--- src/rtl/mqd_pkg.sv ---
`timescale 1ns / 1ps
// ----------------------------------------------------------------------------
// mqd_pkg: shared types and codes for the MQTT packet deframer
// Parser phases, byte role codes, verdict codes and packet type codes.
// ----------------------------------------------------------------------------
package mqd_pkg;

  localparam int MAX_LENGTH_BYTES_DEF = 4;

  typedef enum logic [1:0] {
    PH_HEADER = 2'd0,
    PH_LENGTH = 2'd1,
    PH_BODY   = 2'd2
  } phase_t;

  typedef enum logic [2:0] {
    ROLE_HEADER    = 3'd0,
    ROLE_LENGTH    = 3'd1,
    ROLE_TOPIC_LEN = 3'd2,
    ROLE_TOPIC     = 3'd3,
    ROLE_PACKET_ID = 3'd4,
    ROLE_PAYLOAD   = 3'd5,
    ROLE_OTHER     = 3'd6
  } role_t;

  typedef enum logic [2:0] {
    VERDICT_NONE        = 3'd0,
    VERDICT_CONNACK_OK  = 3'd1,
    VERDICT_CONNACK_REF = 3'd2,
    VERDICT_PUBLISH_OK  = 3'd3,
    VERDICT_PUBLISH_DROP = 3'd4,
    VERDICT_PINGRESP    = 3'd5,
    VERDICT_OTHER       = 3'd6
  } verdict_t;

  localparam logic [3:0] KIND_CONNACK  = 4'd2;
  localparam logic [3:0] KIND_PUBLISH  = 4'd3;
  localparam logic [3:0] KIND_PINGRESP = 4'd13;

  localparam logic [1:0] QOS_0 = 2'd0;
  localparam logic [1:0] QOS_1 = 2'd1;
  localparam logic [1:0] QOS_2 = 2'd2;
  localparam logic [1:0] QOS_3 = 2'd3;

  localparam int LEN_DIGIT_W = 7;

endpackage

--- src/rtl/mqd_if.sv ---
`timescale 1ns / 1ps
// ----------------------------------------------------------------------------
// mqd_byte_if / mqd_result_if: valid/ready channels of the deframer
// Input channel carries one received byte; result channel one tagged byte.
// ----------------------------------------------------------------------------
interface mqd_byte_if;
  logic       valid;
  logic       ready;
  logic [7:0] in_byte;

  modport source (output valid, output in_byte, input ready);
  modport sink   (input valid, input in_byte, output ready);
endinterface

interface mqd_result_if;
  logic        valid;
  logic        ready;
  logic [7:0]  out_byte;
  logic [2:0]  byte_role;
  logic        packet_end;
  logic [3:0]  packet_kind;
  logic [1:0]  qos_level;
  logic [15:0] message_id;
  logic [2:0]  verdict;
  logic        send_ack;
  logic        length_error;

  modport source (
    output valid, output out_byte, output byte_role, output packet_end,
    output packet_kind, output qos_level, output message_id, output verdict,
    output send_ack, output length_error, input ready
  );
  modport sink (
    input valid, input out_byte, input byte_role, input packet_end,
    input packet_kind, input qos_level, input message_id, input verdict,
    input send_ack, input length_error, output ready
  );
endinterface

--- src/rtl/mqtt_packet_deframer_top.sv ---
`timescale 1ns / 1ps
// ----------------------------------------------------------------------------
// mqtt_packet_deframer_top: MQTT fixed header parser and byte tagger
// Each accepted byte beat is registered and shows up as its result beat in the next cycle.
// Throughput: one byte per cycle; the parser state and the result register
//   update in the same cycle, so the only stall is a full result register.
// Reset (rst, synchronous): parser waits for a header byte, all captured
//   fields are cleared and the result register is empty.
// ----------------------------------------------------------------------------
module mqtt_packet_deframer_top #(
  parameter int MAX_LENGTH_BYTES = mqd_pkg::MAX_LENGTH_BYTES_DEF
) (
  input  logic                 clk,
  input  logic                 rst,
  mqd_byte_if.sink             byte_ch,
  mqd_result_if.source         result_ch
);

  localparam int LEN_W  = mqd_pkg::LEN_DIGIT_W * MAX_LENGTH_BYTES;
  localparam int SEEN_W = $clog2(MAX_LENGTH_BYTES + 1);
  localparam int CMP_W  = ((LEN_W > 17) ? LEN_W : 17) + 1;

  // parser state
  mqd_pkg::phase_t    phase, phase_next;
  logic [7:0]         header_reg, header_next;
  logic [LEN_W-1:0]   length_accum, accum_next;
  logic [SEEN_W-1:0]  length_bytes_seen, seen_next;
  logic [LEN_W-1:0]   body_position, pos_next;
  logic [15:0]        topic_len, topic_next;
  logic [15:0]        id_reg, id_next;
  logic               second_byte_zero, sbz_next;

  // per-beat decode
  logic [7:0]         b;
  logic               accept;
  logic               len_overflow;
  logic               len_last;
  logic               body_last;
  logic [CMP_W-1:0]   pos_ext;
  logic [CMP_W-1:0]   topic_ext;
  logic [CMP_W-1:0]   pos_inc;
  logic               has_id;
  logic [1:0]         qos_cur;
  logic [3:0]         kind_cur;

  mqd_pkg::role_t     role;
  mqd_pkg::verdict_t  verd;
  logic               pkt_end;
  logic               err;

  assign b       = byte_ch.in_byte;
  assign byte_ch.ready = !result_ch.valid || result_ch.ready;
  assign accept  = byte_ch.valid && byte_ch.ready;

  assign kind_cur = header_reg[7:4];
  assign qos_cur  = header_reg[2:1];
  assign has_id   = (qos_cur == mqd_pkg::QOS_1) || (qos_cur == mqd_pkg::QOS_2);

  assign len_overflow = length_bytes_seen >= SEEN_W'(MAX_LENGTH_BYTES);
  assign len_last     = !b[7];
  assign pos_ext      = CMP_W'(body_position);
  assign topic_ext    = CMP_W'(topic_len);
  assign pos_inc      = pos_ext + CMP_W'(1);
  assign body_last    = pos_inc >= CMP_W'(length_accum);

  // structural verdict on the final byte of a packet
  function automatic mqd_pkg::verdict_t judge(
    input logic [3:0]       kind,
    input logic [1:0]       qos,
    input logic [LEN_W-1:0] len,
    input logic [15:0]      tlen,
    input logic             sbz
  );
    logic [CMP_W-1:0] len_x;
    logic [CMP_W-1:0] tlen_x;
    mqd_pkg::verdict_t v;
    len_x  = CMP_W'(len);
    tlen_x = CMP_W'(tlen);
    if (kind == mqd_pkg::KIND_CONNACK) begin
      v = (len_x == CMP_W'(2) && sbz) ? mqd_pkg::VERDICT_CONNACK_OK
                                      : mqd_pkg::VERDICT_CONNACK_REF;
    end else if (kind == mqd_pkg::KIND_PINGRESP) begin
      v = mqd_pkg::VERDICT_PINGRESP;
    end else if (kind != mqd_pkg::KIND_PUBLISH) begin
      v = mqd_pkg::VERDICT_OTHER;
    end else if (len_x < CMP_W'(2) || qos == mqd_pkg::QOS_3 || tlen == 16'd0 ||
                 tlen_x > len_x - CMP_W'(2)) begin
      v = mqd_pkg::VERDICT_PUBLISH_DROP;
    end else if (qos != mqd_pkg::QOS_0 && tlen_x + CMP_W'(4) > len_x) begin
      v = mqd_pkg::VERDICT_PUBLISH_DROP;
    end else begin
      v = mqd_pkg::VERDICT_PUBLISH_OK;
    end
    return v;
  endfunction

  // next phase
  always_comb begin
    phase_next = phase;
    case (phase)
      mqd_pkg::PH_HEADER: phase_next = mqd_pkg::PH_LENGTH;
      mqd_pkg::PH_LENGTH: begin
        if (len_overflow) begin
          phase_next = mqd_pkg::PH_HEADER;
        end else if (len_last) begin
          phase_next = (accum_next == '0) ? mqd_pkg::PH_HEADER : mqd_pkg::PH_BODY;
        end
      end
      mqd_pkg::PH_BODY: begin
        if (body_last) phase_next = mqd_pkg::PH_HEADER;
      end
      default: phase_next = mqd_pkg::PH_HEADER;
    endcase
  end

  // datapath and result fields
  always_comb begin
    header_next = header_reg;
    accum_next  = length_accum;
    seen_next   = length_bytes_seen;
    pos_next    = body_position;
    topic_next  = topic_len;
    id_next     = id_reg;
    sbz_next    = second_byte_zero;
    role        = mqd_pkg::ROLE_HEADER;
    verd        = mqd_pkg::VERDICT_NONE;
    pkt_end     = 1'b0;
    err         = 1'b0;
    case (phase)
      mqd_pkg::PH_HEADER: begin
        header_next = b;
        accum_next  = '0;
        seen_next   = '0;
        pos_next    = '0;
        topic_next  = '0;
        id_next     = '0;
        sbz_next    = 1'b0;
      end
      mqd_pkg::PH_LENGTH: begin
        role = mqd_pkg::ROLE_LENGTH;
        if (len_overflow) begin
          err = 1'b1;
        end else begin
          for (int i = 0; i < MAX_LENGTH_BYTES; i++) begin
            if (length_bytes_seen == SEEN_W'(i)) begin
              accum_next[i*mqd_pkg::LEN_DIGIT_W +: mqd_pkg::LEN_DIGIT_W] =
                length_accum[i*mqd_pkg::LEN_DIGIT_W +: mqd_pkg::LEN_DIGIT_W] | b[6:0];
            end
          end
          seen_next = length_bytes_seen + SEEN_W'(1);
          if (len_last) begin
            pos_next = '0;
            if (accum_next == '0) begin
              pkt_end = 1'b1;
              verd    = judge(kind_cur, qos_cur, '0, topic_len, second_byte_zero);
            end
          end
        end
      end
      mqd_pkg::PH_BODY: begin
        if (body_position == LEN_W'(1) && b == 8'd0) sbz_next = 1'b1;
        if (kind_cur == mqd_pkg::KIND_PUBLISH) begin
          if (body_position == '0) begin
            topic_next = {b, 8'd0};
            role       = mqd_pkg::ROLE_TOPIC_LEN;
          end else if (body_position == LEN_W'(1)) begin
            topic_next = {topic_len[15:8], b};
            role       = mqd_pkg::ROLE_TOPIC_LEN;
          end else if (pos_ext < topic_ext + CMP_W'(2)) begin
            role = mqd_pkg::ROLE_TOPIC;
          end else if (has_id && pos_ext == topic_ext + CMP_W'(2)) begin
            id_next = {b, 8'd0};
            role    = mqd_pkg::ROLE_PACKET_ID;
          end else if (has_id && pos_ext == topic_ext + CMP_W'(3)) begin
            id_next = {id_reg[15:8], b};
            role    = mqd_pkg::ROLE_PACKET_ID;
          end else begin
            role = mqd_pkg::ROLE_PAYLOAD;
          end
        end else begin
          role = mqd_pkg::ROLE_OTHER;
        end
        pos_next = pos_inc[LEN_W-1:0];
        if (body_last) begin
          pkt_end = 1'b1;
          verd    = judge(kind_cur, qos_cur, length_accum, topic_next, sbz_next);
        end
      end
      default: ;
    endcase
  end

  always_ff @(posedge clk) begin
    if (rst) begin
      phase             <= mqd_pkg::PH_HEADER;
      header_reg        <= '0;
      length_accum      <= '0;
      length_bytes_seen <= '0;
      body_position     <= '0;
      topic_len         <= '0;
      id_reg            <= '0;
      second_byte_zero  <= 1'b0;
    end else if (accept) begin
      phase             <= phase_next;
      header_reg        <= header_next;
      length_accum      <= accum_next;
      length_bytes_seen <= seen_next;
      body_position     <= pos_next;
      topic_len         <= topic_next;
      id_reg            <= id_next;
      second_byte_zero  <= sbz_next;
    end
  end

  // result register
  always_ff @(posedge clk) begin
    if (rst) begin
      result_ch.valid <= 1'b0;
    end else if (accept) begin
      result_ch.valid <= 1'b1;
    end else if (result_ch.ready) begin
      result_ch.valid <= 1'b0;
    end
  end

  always_ff @(posedge clk) begin
    if (accept) begin
      result_ch.out_byte     <= b;
      result_ch.byte_role    <= role;
      result_ch.packet_end   <= pkt_end;
      result_ch.packet_kind  <= header_next[7:4];
      result_ch.qos_level    <= header_next[2:1];
      result_ch.message_id   <= id_next;
      result_ch.verdict      <= verd;
      result_ch.send_ack     <= pkt_end && (verd == mqd_pkg::VERDICT_PUBLISH_OK) &&
                                (header_next[2:1] == mqd_pkg::QOS_1);
      result_ch.length_error <= err;
    end
  end

endmodule

--- src/flat_wrapper.sv ---
// flat-port wrapper written by rule: the top's interface ports become plain ports
module mqtt_packet_deframer_top_flat 
#(
  parameter int MAX_LENGTH_BYTES = mqd_pkg::MAX_LENGTH_BYTES_DEF
)
  (clk, rst, byte_ch_valid, byte_ch_in_byte, byte_ch_ready, result_ch_valid, result_ch_out_byte, result_ch_byte_role, result_ch_packet_end, result_ch_packet_kind, result_ch_qos_level, result_ch_message_id, result_ch_verdict, result_ch_send_ack, result_ch_length_error, result_ch_ready);
  mqd_byte_if byte_ch_i ();
  mqd_result_if result_ch_i ();
  input  logic clk;
  input  logic rst;
  input wire logic [$bits(byte_ch_i.valid)-1:0] byte_ch_valid;
  input wire logic [$bits(byte_ch_i.in_byte)-1:0] byte_ch_in_byte;
  output wire logic [$bits(byte_ch_i.ready)-1:0] byte_ch_ready;
  output wire logic [$bits(result_ch_i.valid)-1:0] result_ch_valid;
  output wire logic [$bits(result_ch_i.out_byte)-1:0] result_ch_out_byte;
  output wire logic [$bits(result_ch_i.byte_role)-1:0] result_ch_byte_role;
  output wire logic [$bits(result_ch_i.packet_end)-1:0] result_ch_packet_end;
  output wire logic [$bits(result_ch_i.packet_kind)-1:0] result_ch_packet_kind;
  output wire logic [$bits(result_ch_i.qos_level)-1:0] result_ch_qos_level;
  output wire logic [$bits(result_ch_i.message_id)-1:0] result_ch_message_id;
  output wire logic [$bits(result_ch_i.verdict)-1:0] result_ch_verdict;
  output wire logic [$bits(result_ch_i.send_ack)-1:0] result_ch_send_ack;
  output wire logic [$bits(result_ch_i.length_error)-1:0] result_ch_length_error;
  input wire logic [$bits(result_ch_i.ready)-1:0] result_ch_ready;
  assign byte_ch_i.valid = byte_ch_valid;
  assign byte_ch_i.in_byte = byte_ch_in_byte;
  assign byte_ch_ready = byte_ch_i.ready;
  assign result_ch_valid = result_ch_i.valid;
  assign result_ch_out_byte = result_ch_i.out_byte;
  assign result_ch_byte_role = result_ch_i.byte_role;
  assign result_ch_packet_end = result_ch_i.packet_end;
  assign result_ch_packet_kind = result_ch_i.packet_kind;
  assign result_ch_qos_level = result_ch_i.qos_level;
  assign result_ch_message_id = result_ch_i.message_id;
  assign result_ch_verdict = result_ch_i.verdict;
  assign result_ch_send_ack = result_ch_i.send_ack;
  assign result_ch_length_error = result_ch_i.length_error;
  assign result_ch_i.ready = result_ch_ready;
  mqtt_packet_deframer_top #(.MAX_LENGTH_BYTES(MAX_LENGTH_BYTES)) u_core (.clk(clk), .rst(rst), .byte_ch(byte_ch_i), .result_ch(result_ch_i));
endmodule
--- config.mk ---
export PLATFORM = sky130hd
export DESIGN_NAME = mqtt_packet_deframer_top_flat
export DESIGN_NICKNAME = d
export VERILOG_FILES = /design/src/rtl/mqd_pkg.sv /design/src/rtl/mqd_if.sv /design/src/rtl/mqtt_packet_deframer_top.sv /design/src/flat_wrapper.sv
export SDC_FILE = /design/constraint.sdc
export NUM_CORES = 1
export LEC_CHECK = 0
export BUFFER_PORTS_ARGS = -buffer_cell sky130_fd_sc_hd__buf_2
export CAP_MARGIN = 20
export CORE_MARGIN = 2
export CORE_UTILIZATION = 64
export CTS_BUF_LIST = sky130_fd_sc_hd__clkbuf_4 sky130_fd_sc_hd__clkbuf_8
export DETAILED_ROUTE_END_ITERATION = 8
export GPL_ROUTABILITY_DRIVEN = 0
export PLACE_DENSITY = 0.82
export SYNTH_ARGS = -nofsm -noshare
export SYNTH_HDL_FRONTEND = slang
export SYNTH_SLANG_ARGS = --single-unit
export TNS_END_PERCENT = 1
--- constraint.sdc ---
create_clock -name clk -period 7.1 [get_ports clk]
set_input_delay 0.355 -clock clk [delete_from_list [all_inputs] [get_ports clk]]
set_output_delay 0.355 -clock clk [all_outputs]
set_load 0.02 [all_outputs]
==> run metrics, run 1 <==
status=complete, no violations; logic gate share of total power=between 10% and 20%; CP Max Fanout=12; fmax=~170 MHz; Req. time, crit path=around 7.4 ns; Rows=between 40 and 50; CP arrival=6.05 ns; Final Max Tran Viols=0; # resized after CTS=0; TritonRoute pass-1 iters=8; CTS tree=yes; synthesized area per cell=between 8 and 9 µm²; via/cell ratio=approximately 6.6; Total GRT Usage=35.64%; number of global-route vias before repair=slightly below 9000; CP cell instances=nor4_2, nand3_2, nor3_2, a22o_1, ha_1, nand4_1, or2_2, nor3_1, xnor2_1, ha_1, a21o_1, a21o_1, a221o_1, a211oi_1, o22ai_1, a221o_1, o31ai_1, nand3b_1, a2111oi_2; commonest non-fill, non-tap cell in the layout=nor2_1; fin cells=1457; global-route wire length before repair=around 46000 µm; Clock Pin Slew Worst Setup and Hold Paths=0.09 ns; Power Dens Cells=165.8 nW/µm²; Final Hold Fails=0; DRC=0; CTS sink cnt=140; starting density of the core=about two thirds; # IOs=53; FF+latch area=around 3200 µm²; switching share of power=31.10%; area of the multi-input gates=6409 µm²; dpl cells=1424; register bit total from synthesis=140; Ys Warns=0; total setup buffers inserted after CTS=0; worst hold margin=between 0.1 and 0.15 ns; ys flop type=dfxtp_1; largest net degree at the start of global routing=78; Reg power frac=47.2%; slew margin rel.=39.07%; share of the clock period used by the worst path=about four fifths; layout cell share with drive strength beyond 1=roughly a tenth; Clk Latency, worst-skew pair=~0.50 ns; Area growth syn-to-layout=6.719%; max-capacitance violation count=0; initial DRC count=approximately 1000; final wirelength=approximately 29000 µm; NumNets Final=1336; Largest regs=u_core.body_position x28, u_core.length_accum x28; Core ar.=between 15000 and 20000 µm²; clk buf depth=2; count of different cell masters after synthesis=80; peak supply drop=between 0.1 and 0.15 mV; Hold Buf Count CTS=0; Switch Pwr=approximately 0.56 mW; reg-to-reg slack, setup=around 1.3 ns; Worst setup SP type=flop; DP Wirelength=roughly 21000 µm; slowest stage cell on the critical path=nor3_2; Setup TNS Final=0 ns; HP Class=input port to flop; CP peak stage delay=about 0.64 ns; Seq/Total Area, Yosys=31.35%; final clock skew=between 0.015 and 0.02 ns; DR WL/cell=between 20 and 25 µm; Net Count, Synth=between 1000 and 1500; Post-Synthesis Cells=~1200; fraction of registers with async set/reset=0%; Synth Cell Area=between 10000 and 15000 µm²; die area=16940 µm²; Die H=130.2 µm; slew at the pin with the worst max-slew slack=0.9140 ns; die width=130.2 µm; root buffer cell=clkbuf_8; Final Critical Period=5.758 ns; initial antenna violation count=0; CTS buffer count=17; Post-Place Cell Area=about 10000 µm²; Antenna Nets Post-Route=0; Finished Cell Area=around 11000 µm²; Fill cells=1265; P_leak=~4.2 nW; Setup violations, final=0; cell-internal power=about 1.2 mW; number of synthesized flops with an enable pin=39; commonest non-fill, non-tap cells in the layout=nor2_1 (116), dfxtp_1 (101), nand2_1 (100), ha_1 (97), a21oi_1 (83); RSZ-0062 raised after global routing=false; CP Capture Type=flop; Clock power frac=38.7%; Vias=9586; GRT Residual Overflow=0; CTS H-Tree Depth=4; Buffers on Ports=52; kind of critical path=flop to flop
power by group through the flow:
| stage | Combinational (mW) | Clock, mW | Sequential (mW) |
|---|---|---|---|
| after floorplan | 0.151 | 0 | 0.886 |
| after global placement | 0.243 | 0 | 0.868 |
| after detailed placement | 0.245 | 0 | 0.869 |
| after CTS | 0.247 | 0.699 | 0.851 |
| after global routing | 0.272 | 0.729 | 0.854 |
| final | 0.254 | 0.697 | 0.851 |
logic make-up after synthesis:
family                     share of synthesized area (%)
DFF                                                31.35
adders and majority gates                          11.91
buffers and inverters                              5.785
muxes                                              1.769
xor gates and xnor gates                           6.879
and+or+nand+nor                                    23.39
AOI/OAI and AO/OA                                  18.92
critical path, delay by kind of cell, from the launching register on:
kind | cells | cell delay, ns
AOI/OAI and AO/OA | 9 | 2.39
xor gates and xnor gates | 1 | 0.15
adders and majority gates | 2 | 0.50
DFF | 1 | 0.38
and+or+nand+nor | 7 | 2.12
metal layers:
metal	global-route usage, %	vias to the layer above	part of all wire, %
li1	-	4455	-
met1	45.51	4441	40
met5	0	-	0
met4	21.38	0	6.7
met2	55.34	544	44
met3	7.749	146	9.1
Yosys cell counts, drive strengths merged (5+ instances only):
library cell	count	area [µm²]
nand2b	11	68.82
nor2b	7	43.79
o31ai	6	45.04
a211oi	14	120.1
a22o	23	201.4
dfxtp	101	2022
edfxtp	39	1171
nor2	117	441.7
nor3	37	217.7
o21a	5	37.54
nand4	31	200.2
nand2	101	381.6
a22oi	36	270.3
mux2	8	90.09
a31oi	6	37.54
or4	9	67.56
o2bb2ai	9	78.83
a21oi	83	415.4
inv	67	251.5
nand3	63	320.3
and4	10	87.58
o21ai	50	250.2
and2	11	70.07
or3	12	75.07
and3	14	87.58
a21o	17	127.6
xor2	17	148.9
buf	20	107.6
xnor2	63	551.8
mux2i	9	90.09
ha	97	1214
nor4	22	205.2
clkbuf	59	222.7
path summary, 6_finish.rpt:
check | startpoint | end | cells past startpoint
max | u_core.body_position[17] | u_core.result_ch.send_ack | 19
min | byte_ch_valid | u_core.result_ch.valid | 3
max reg2reg | u_core.body_position[17] | u_core.result_ch.send_ack | 19
min reg2reg | u_core.id_reg[0] | u_core.id_reg[0] | 2
cell type report:
| type | instances | area share [%] |
|---|---|---|
| Antenna cell | 1 | 0.02302 |
| Clock buffer | 17 | 2.152 |
| Clock inverter | 15 | 1.611 |
| Inverter | 69 | 2.383 |
| Multi-Input combinational cell | 938 | 58.96 |
| Sequential cell | 140 | 29.37 |
| Tap cell | 216 | 2.486 |
| Timing Repair Buffer | 61 | 3.016 |
through the flow:
stage | setup WS [ns] | util, % | total power [mW]
4_1_cts | 1.452 | 69.17 | 1.796
3_3_place_gp | 1.681 | 66.56 | 1.111
2_1_floorplan | 2.139 | - | 1.037
3_5_place_dp | 1.502 | 66.56 | 1.114
5_1_grt | 1.086 | 69.17 | 1.855
6_report | 1.342 | 69.18 | 1.802
Note: power is estimated with default switching activity, not from simulation.
==> run 2: changes to the inputs <==
--- a/config.mk
+++ b/config.mk
@@ -8,11 +8,11 @@
 export BUFFER_PORTS_ARGS = -buffer_cell sky130_fd_sc_hd__buf_2
 export CAP_MARGIN = 20
 export CORE_MARGIN = 2
-export CORE_UTILIZATION = 64
+export CORE_UTILIZATION = 58
 export CTS_BUF_LIST = sky130_fd_sc_hd__clkbuf_4 sky130_fd_sc_hd__clkbuf_8
 export DETAILED_ROUTE_END_ITERATION = 8
 export GPL_ROUTABILITY_DRIVEN = 0
-export PLACE_DENSITY = 0.82
+export PLACE_DENSITY = 0.78
 export SYNTH_ARGS = -nofsm -noshare
 export SYNTH_HDL_FRONTEND = slang
 export SYNTH_SLANG_ARGS = --single-unit
==> constraint.sdc (replaced) <==
create_clock -name clk -period 4.8 [get_ports clk]
set_input_delay 0.24 -clock clk [delete_from_list [all_inputs] [get_ports clk]]
set_output_delay 0.24 -clock clk [all_outputs]
set_load 0.02 [all_outputs]
==> run 2 against run 1 <==
- the flow now finishes with violations (setup timing)
- core utilization shrank 2.4 points
- non-clock buffer count grew 78
- power grew 42%
- hold slack got worse by 0.019 ns
==> run metrics, run 2 (synthesis results as in run 1) <==
fin cells=1543 (+5.9%); commonest non-fill, non-tap cell in the layout=nor2_1; final clock skew=0.01362 ns (-0.004384 ns); final core occ=66.77% (-2.4 points); via/cell ratio=6.414 (-2.5%); Final Hold Fails=0 (unchanged); CP Max Fanout=8 (-4); Vias=9897 (+3.2%); R2R Path Start=u_core.body_position[8]; reg-to-reg slack, setup=-0.16 ns (-1.51 ns); CP arrival=5.25 ns (-0.80 ns); CTS buffer count=17 (unchanged); commonest non-fill, non-tap cells in the layout=nor2_1 (115), nand2_1 (100), dfxtp_1 (99), ha_1 (96), buf_4 (86); GRT Residual Overflow=0 (unchanged); global-route wire length before repair=48220 µm (+4.3%); DP Wirelength=22860 µm (+7.7%); DRC=0 (unchanged); Die H=136.5 µm (+4.9%); HP Class=input port to flop; CTS H-Tree Depth=4 (unchanged); Worst setup SP type=flop; R2R depth=19 (unchanged); Hold Path Origin=result_ch_ready; P_leak=4.615 nW (+9.8%); Final Max Tran Viols=0 (unchanged); clk buf depth=2 (unchanged); Fill cells=1412 (+12%); layout cell share with drive strength beyond 1=16.77% (+6.1 points); number of global-route vias before repair=9407 (+6.8%); initial antenna violation count=0 (unchanged); ant diodes=0 (-1); TritonRoute pass-1 iters=7 (-1); max-capacitance violation count=0 (unchanged); Core ar.=17240 µm² (+9.7%); # IOs=53 (unchanged); hold path cells=3 (unchanged); DR WL/cell=20.01 µm (-0.89%); Buffers on Ports=52 (unchanged); Largest regs=u_core.body_position x28, u_core.length_accum x28; CTS tree=yes; Power Dens Cells=222.5 nW/µm² (+34%); Clock Pin Slew Worst Setup and Hold Paths=0.09 ns (about the same); CTS sink cnt=140 (unchanged); fmax=201.4 MHz (+16%); share of the clock period used by the worst path=103.4% (+22 points); status=complete, but fails checks; reg-to-reg endpoint=u_core.result_ch.send_ack; CP Capture Type=flop; Antenna Nets Post-Route=0 (unchanged); Setup violations, final=2 (+2); Rows=48 (+4.3%); Final WS setup=-0.1642 ns (-1.506 ns); final wirelength=30870 µm (+5.0%); root buffer cell=clkbuf_8; largest net degree at the start of global routing=60 (-23%); initial DRC count=900 (-11%); NumNets Final=1414 (+5.8%); Area growth syn-to-layout=12.98%; Final Critical Period=4.964 ns (-0.7941 ns); RSZ-0062 raised after global routing=true; Total GRT Usage=33.67% (-2.0 points); dpl cells=1509 (+6.0%); slew at the pin with the worst max-slew slack=0.8580 ns (-0.05593 ns); Clk Latency, worst-skew pair=0.48 ns (-0.02 ns); kind of critical path=flop to flop; slew margin rel.=42.80% (+3.7 points); peak supply drop=0.2115 mV (+82%); Hold Path Sink=u_core.result_ch.valid; failing checks=setup timing; die area=18640 µm² (+10%); starting density of the core=59.10% (-5.7 points); Req. time, crit path=5.09 ns (-2.30 ns); worst hold margin=0.08610 ns (-0.01903 ns); die width=136.5 µm (+4.9%)
[run 2: cell types whose count changed in the layout (fill, tap and decap cells not counted), moves of 3 or more]
cell / previous run / this run
inv_6: 6 / 1
nor4_2: 6 / 3
buf_4: 9 / 86
nor4_4: 2 / 5
clkinv_4: 0 / 5
[run 2: layout make-up]
cell class / count / area (µm²) / share of cell area, %
flip-flops and latches: 140 / 3196 / 27.77
inverters: 69 / 259.0 / 2.250
clock buffers: 17 / 234.0 / 2.033
repair buffers: 139 / 915.9 / 7.958
clock inverters: 15 / 133.9 / 1.163
multi-input cells: 938 / 6489 / 56.38
well taps: 225 / 281.5 / 2.446
[run 2: per-layer routing]
layer  track usage, %  part of all wire (%)  up-vias
met1            42.50                    40     4673
met5                0                     0        -
met2            55.14                    46      522
li1                 -                     -     4603
met3            6.963                   9.3       99
met4            15.57                   4.1        0
[run 2: critical path: stages, from the launching register on]
cell and delay (ns):
dfxtp_2 0.35, nor4_4 0.29, nand4_2 0.19, or4_4 0.58, a22o_1 0.25, ha_2 0.19, nand4_1 0.13, or2_4 0.16
nor3_2 0.04, xnor2_1 0.20, ha_1 0.28, a21o_1 0.18, a21o_1 0.16, a221o_1 0.36, a211oi_2 0.21, o22ai_1 0.12
a221o_1 0.37, o31ai_2 0.28, nand3b_1 0.13, a2111oi_2 0.28
[run 2: report_power, final]
part	internal, mW	total (mW)	switching, mW
combinational	0.123	0.393	0.269
sequential	1.24	1.26	0.0138
clock	0.376	0.912	0.536
total	1.74	2.56	0.819
[run 2: through the flow]
| step | TNS, ns | setup slack [ns] | instance area, µm² | power, mW |
|---|---|---|---|---|
| 6_report | -0.1704 | -0.1642 | 11510 | 2.560 |
| 5_1_grt | -0.7560 | -0.3707 | 11510 | 2.647 |
| 4_1_cts | -0.1311 | -0.1311 | 11470 | 2.554 |
| 3_5_place_dp | -0.3314 | -0.2383 | 11080 | 1.662 |
| 3_3_place_gp | -0.03625 | -0.03625 | 11080 | 1.652 |
| 2_1_floorplan | 0 | 0.002994 | 10240 | 1.535 |
[run 2: what timing repair did]
action	in CTS	in global routing
buffers inserted	1	0
resized for setup	4	8
pin swaps	2	4
endpoints found under the setup margin	4	4
cloned	0	0
hold endpoints to repair	1	0
hold buffers	1	0
[run 2: worst max path at each step]
stage / endpoint / cells past startpoint / slack, ns / startpoint
after floorplan: u_core.result_ch.send_ack / 21 / 0.003 / u_core.body_position[8]
after global placement: u_core.result_ch.send_ack / 20 / -0.04 / u_core.body_position[20]
after detailed placement: u_core.result_ch.send_ack / 20 / -0.24 / u_core.body_position[17]
after CTS: u_core.result_ch.send_ack / 19 / -0.13 / u_core.body_position[8]
after global routing: u_core.result_ch.send_ack / 19 / -0.37 / u_core.body_position[9]
final: u_core.result_ch.send_ack / 19 / -0.16 / u_core.body_position[8]
==> run 3: changes to the inputs <==
--- a/config.mk
+++ b/config.mk
@@ -13,6 +13,7 @@
 export DETAILED_ROUTE_END_ITERATION = 8
 export GPL_ROUTABILITY_DRIVEN = 0
 export PLACE_DENSITY = 0.78
+export RECOVER_POWER = 25
 export SYNTH_ARGS = -nofsm -noshare
 export SYNTH_HDL_FRONTEND = slang
 export SYNTH_SLANG_ARGS = --single-unit
==> run 3 against run 2 <==
- the flow finishes with violations (capacitance limit, slew limit, setup timing)
- critical path depth did not move
- sequential power barely moved
- first-iteration DRC count rose by 5.3%
- global-route usage stayed put
- count of clock-buffer cells in the layout unchanged
- flip-flop and latch count unchanged
- core utilization decreased by 0.43 points
- final cell count unchanged
- highest routed layer unchanged
- setup slack got worse by 0.025 ns
- fmax is 0.50% lower
- non-clock buffer count unchanged
- largest cell class unchanged
==> run metrics, run 3 (synthesis results as in run 1) <==
CTS sink cnt=140 (unchanged); fmax=200.4 MHz (-0.50%); starting density of the core=59.10% (unchanged); RSZ-0062 raised after global routing=true; CTS H-Tree Depth=4 (unchanged); CTS buffer count=17 (unchanged); Total GRT Usage=33.67% (unchanged); Pwr Total=2.554 mW (-0.26%); R2R Path Start=u_core.body_position[8]; initial DRC count=948 (+5.3%); Largest regs=u_core.body_position x28, u_core.length_accum x28; HP Class=input port to flop; kind of critical path=flop to flop; P_leak=4.471 nW (-3.1%); Buffers on Ports=52 (unchanged); hold path cells=3 (unchanged); GRT Residual Overflow=0 (unchanged); reg-to-reg slack, setup=-0.19 ns (-0.02 ns); ant diodes=0 (unchanged); DR WL/cell=20.06 µm (+0.26%); max-capacitance violation count=1 (+1); Rows=48 (unchanged); cell-internal power=1.734 mW (-0.44%); Final Critical Period=4.989 ns (+0.02488 ns); Antenna Nets Post-Route=0 (unchanged); final clock skew=0.01078 ns (-0.002845 ns); Die H=136.5 µm (unchanged); TritonRoute pass-1 iters=5 (-2); DP Worst Slack=-0.2383 ns (unchanged); Final Hold Fails=0 (unchanged); commonest non-fill, non-tap cells in the layout=nor2_1 (115), nand2_1 (100), dfxtp_1 (99), ha_1 (96), a21oi_1 (82); slew margin rel.=-85.73% (-130 points); Clock power frac=35.7% (about the same); Switch Pwr=0.8198 mW (+0.12%); logic gate share of total power=15.1% (-0.2 points); peak supply drop=0.2102 mV (-0.63%); Hold Path Sink=u_core.result_ch.valid; final wirelength=30950 µm (+0.26%); Setup TNS Final=-0.2168 ns (-0.04642 ns); die width=136.5 µm (unchanged); Core ar.=17240 µm² (unchanged); Power Dens Cells=223.3 nW/µm² (+0.39%); Final Max Tran Viols=60 (+60); NumNets Final=1414 (unchanged); Setup violations, final=3 (+1); initial antenna violation count=0 (unchanged); clk buf depth=2 (unchanged); layout cell share with drive strength beyond 1=13.13% (-3.6 points); Reg power frac=49.2% (about the same); commonest non-fill, non-tap cell in the layout=nor2_1; Clock Pin Slew Worst Setup and Hold Paths=0.09 ns (about the same); status=complete, but fails checks; global-route wire length before repair=48220 µm (unchanged); CP Capture Type=flop; failing checks=capacitance limit, slew limit, setup timing; die area=18640 µm² (unchanged); slew at the pin with the worst max-slew slack=2.786 ns (+1.928 ns); via/cell ratio=6.419 (about the same); reg-to-reg endpoint=u_core.result_ch.send_ack; R2R depth=19 (unchanged); Final WS setup=-0.1891 ns (-0.02488 ns); Area growth syn-to-layout=12.26%; worst hold margin=0.09160 ns (+0.005494 ns); CP Max Fanout=8 (unchanged); largest net degree at the start of global routing=60 (unchanged); DRC=0 (unchanged); Worst setup SP type=flop; final core occ=66.34% (-0.43 points); switching share of power=32.10% (+0.12 points); DP Wirelength=22860 µm (unchanged); CTS tree=yes; root buffer cell=clkbuf_8; Req. time, crit path=5.08 ns (about the same); share of the clock period used by the worst path=103.9% (+0.52 points); # IOs=53 (unchanged); Hold Path Origin=result_ch_ready; Vias=9905 (+0.081%); CP arrival=5.27 ns (+0.02 ns); Setup crit start=u_core.body_position[8]; Clk Latency, worst-skew pair=0.48 ns (about the same); number of global-route vias before repair=9407 (unchanged)
[run 3: cell types whose count changed in the layout (fill, tap and decap cells not counted), sizes merged]
cell    previous run  this run
buf              138        91
clkbuf            17        64
[run 3: cell type report]
cell class / count / area, µm²
Clock inverter: 15 / 133.9
Inverter: 69 / 259.0
Multi-Input combinational cell: 938 / 6489
Sequential cell: 140 / 3196
Timing Repair Buffer: 139 / 842.1
Clock buffer: 17 / 234.0
Tap cell: 225 / 281.5
Fill cell: 1438 / 5802
[run 3: stage by stage]
| step | cell area (µm²) | std cells |
|---|---|---|
| 2_1_floorplan | 10240 | 1226 |
| 5_1_grt | 11430 | 1543 |
| 3_3_place_gp | 11080 | 1509 |
| 4_1_cts | 11470 | 1543 |
| 3_5_place_dp | 11080 | 1509 |
| 6_report | 11430 | 1543 |
[run 3: power groups by stage]
stage	sequential [mW]	combinational, mW	clock (mW)
6_report	1.26	0.385	0.912
5_1_grt	1.26	0.410	0.969
4_1_cts	1.26	0.382	0.916
3_5_place_dp	1.28	0.378	0
3_3_place_gp	1.28	0.369	0
2_1_floorplan	1.31	0.224	0
[run 3: critical path, stage by stage, from the launching register on]
cell and delay, ns:
dfxtp_2 0.35, nor4_4 0.29, nand4_2 0.19, or4_4 0.58
a22o_1 0.25, ha_2 0.19, nand4_1 0.14, or2_4 0.16
nor3_2 0.04, xnor2_1 0.20, ha_1 0.28, a21o_1 0.19
a21o_1 0.17, a221o_1 0.36, a211oi_2 0.20, o22ai_1 0.12
a221o_1 0.37, o31ai_2 0.29, nand3b_1 0.14, a2111oi_2 0.29
[run 3: how the worst max path moves through the flow]
stage	end	slack (ns)	cells after the start
final	u_core.result_ch.send_ack	-0.19	19
after global routing	u_core.result_ch.send_ack	-0.37	19
after CTS	u_core.result_ch.send_ack	-0.13	19
after detailed placement	u_core.result_ch.send_ack	-0.24	20
after global placement	u_core.result_ch.send_ack	-0.04	20
after floorplan	u_core.result_ch.send_ack	0.003	21
[run 3: what timing repair did]
action,4_1_cts,5_1_grt
hold buffers,1,0
setup endpoints to repair,4,4
gates resized for setup,4,8
cloned,0,0
setup buffers,1,0
hold endpoints to repair,1,0
pin swaps,2,4
[run 3: routing by layer]
metal	track usage, %	up-vias	wire length (µm)
met2	55.14	500	14400
met5	0	-	0
met1	42.50	4697	12390
li1	-	4608	-
met3	6.963	100	2912
met4	15.57	0	1251
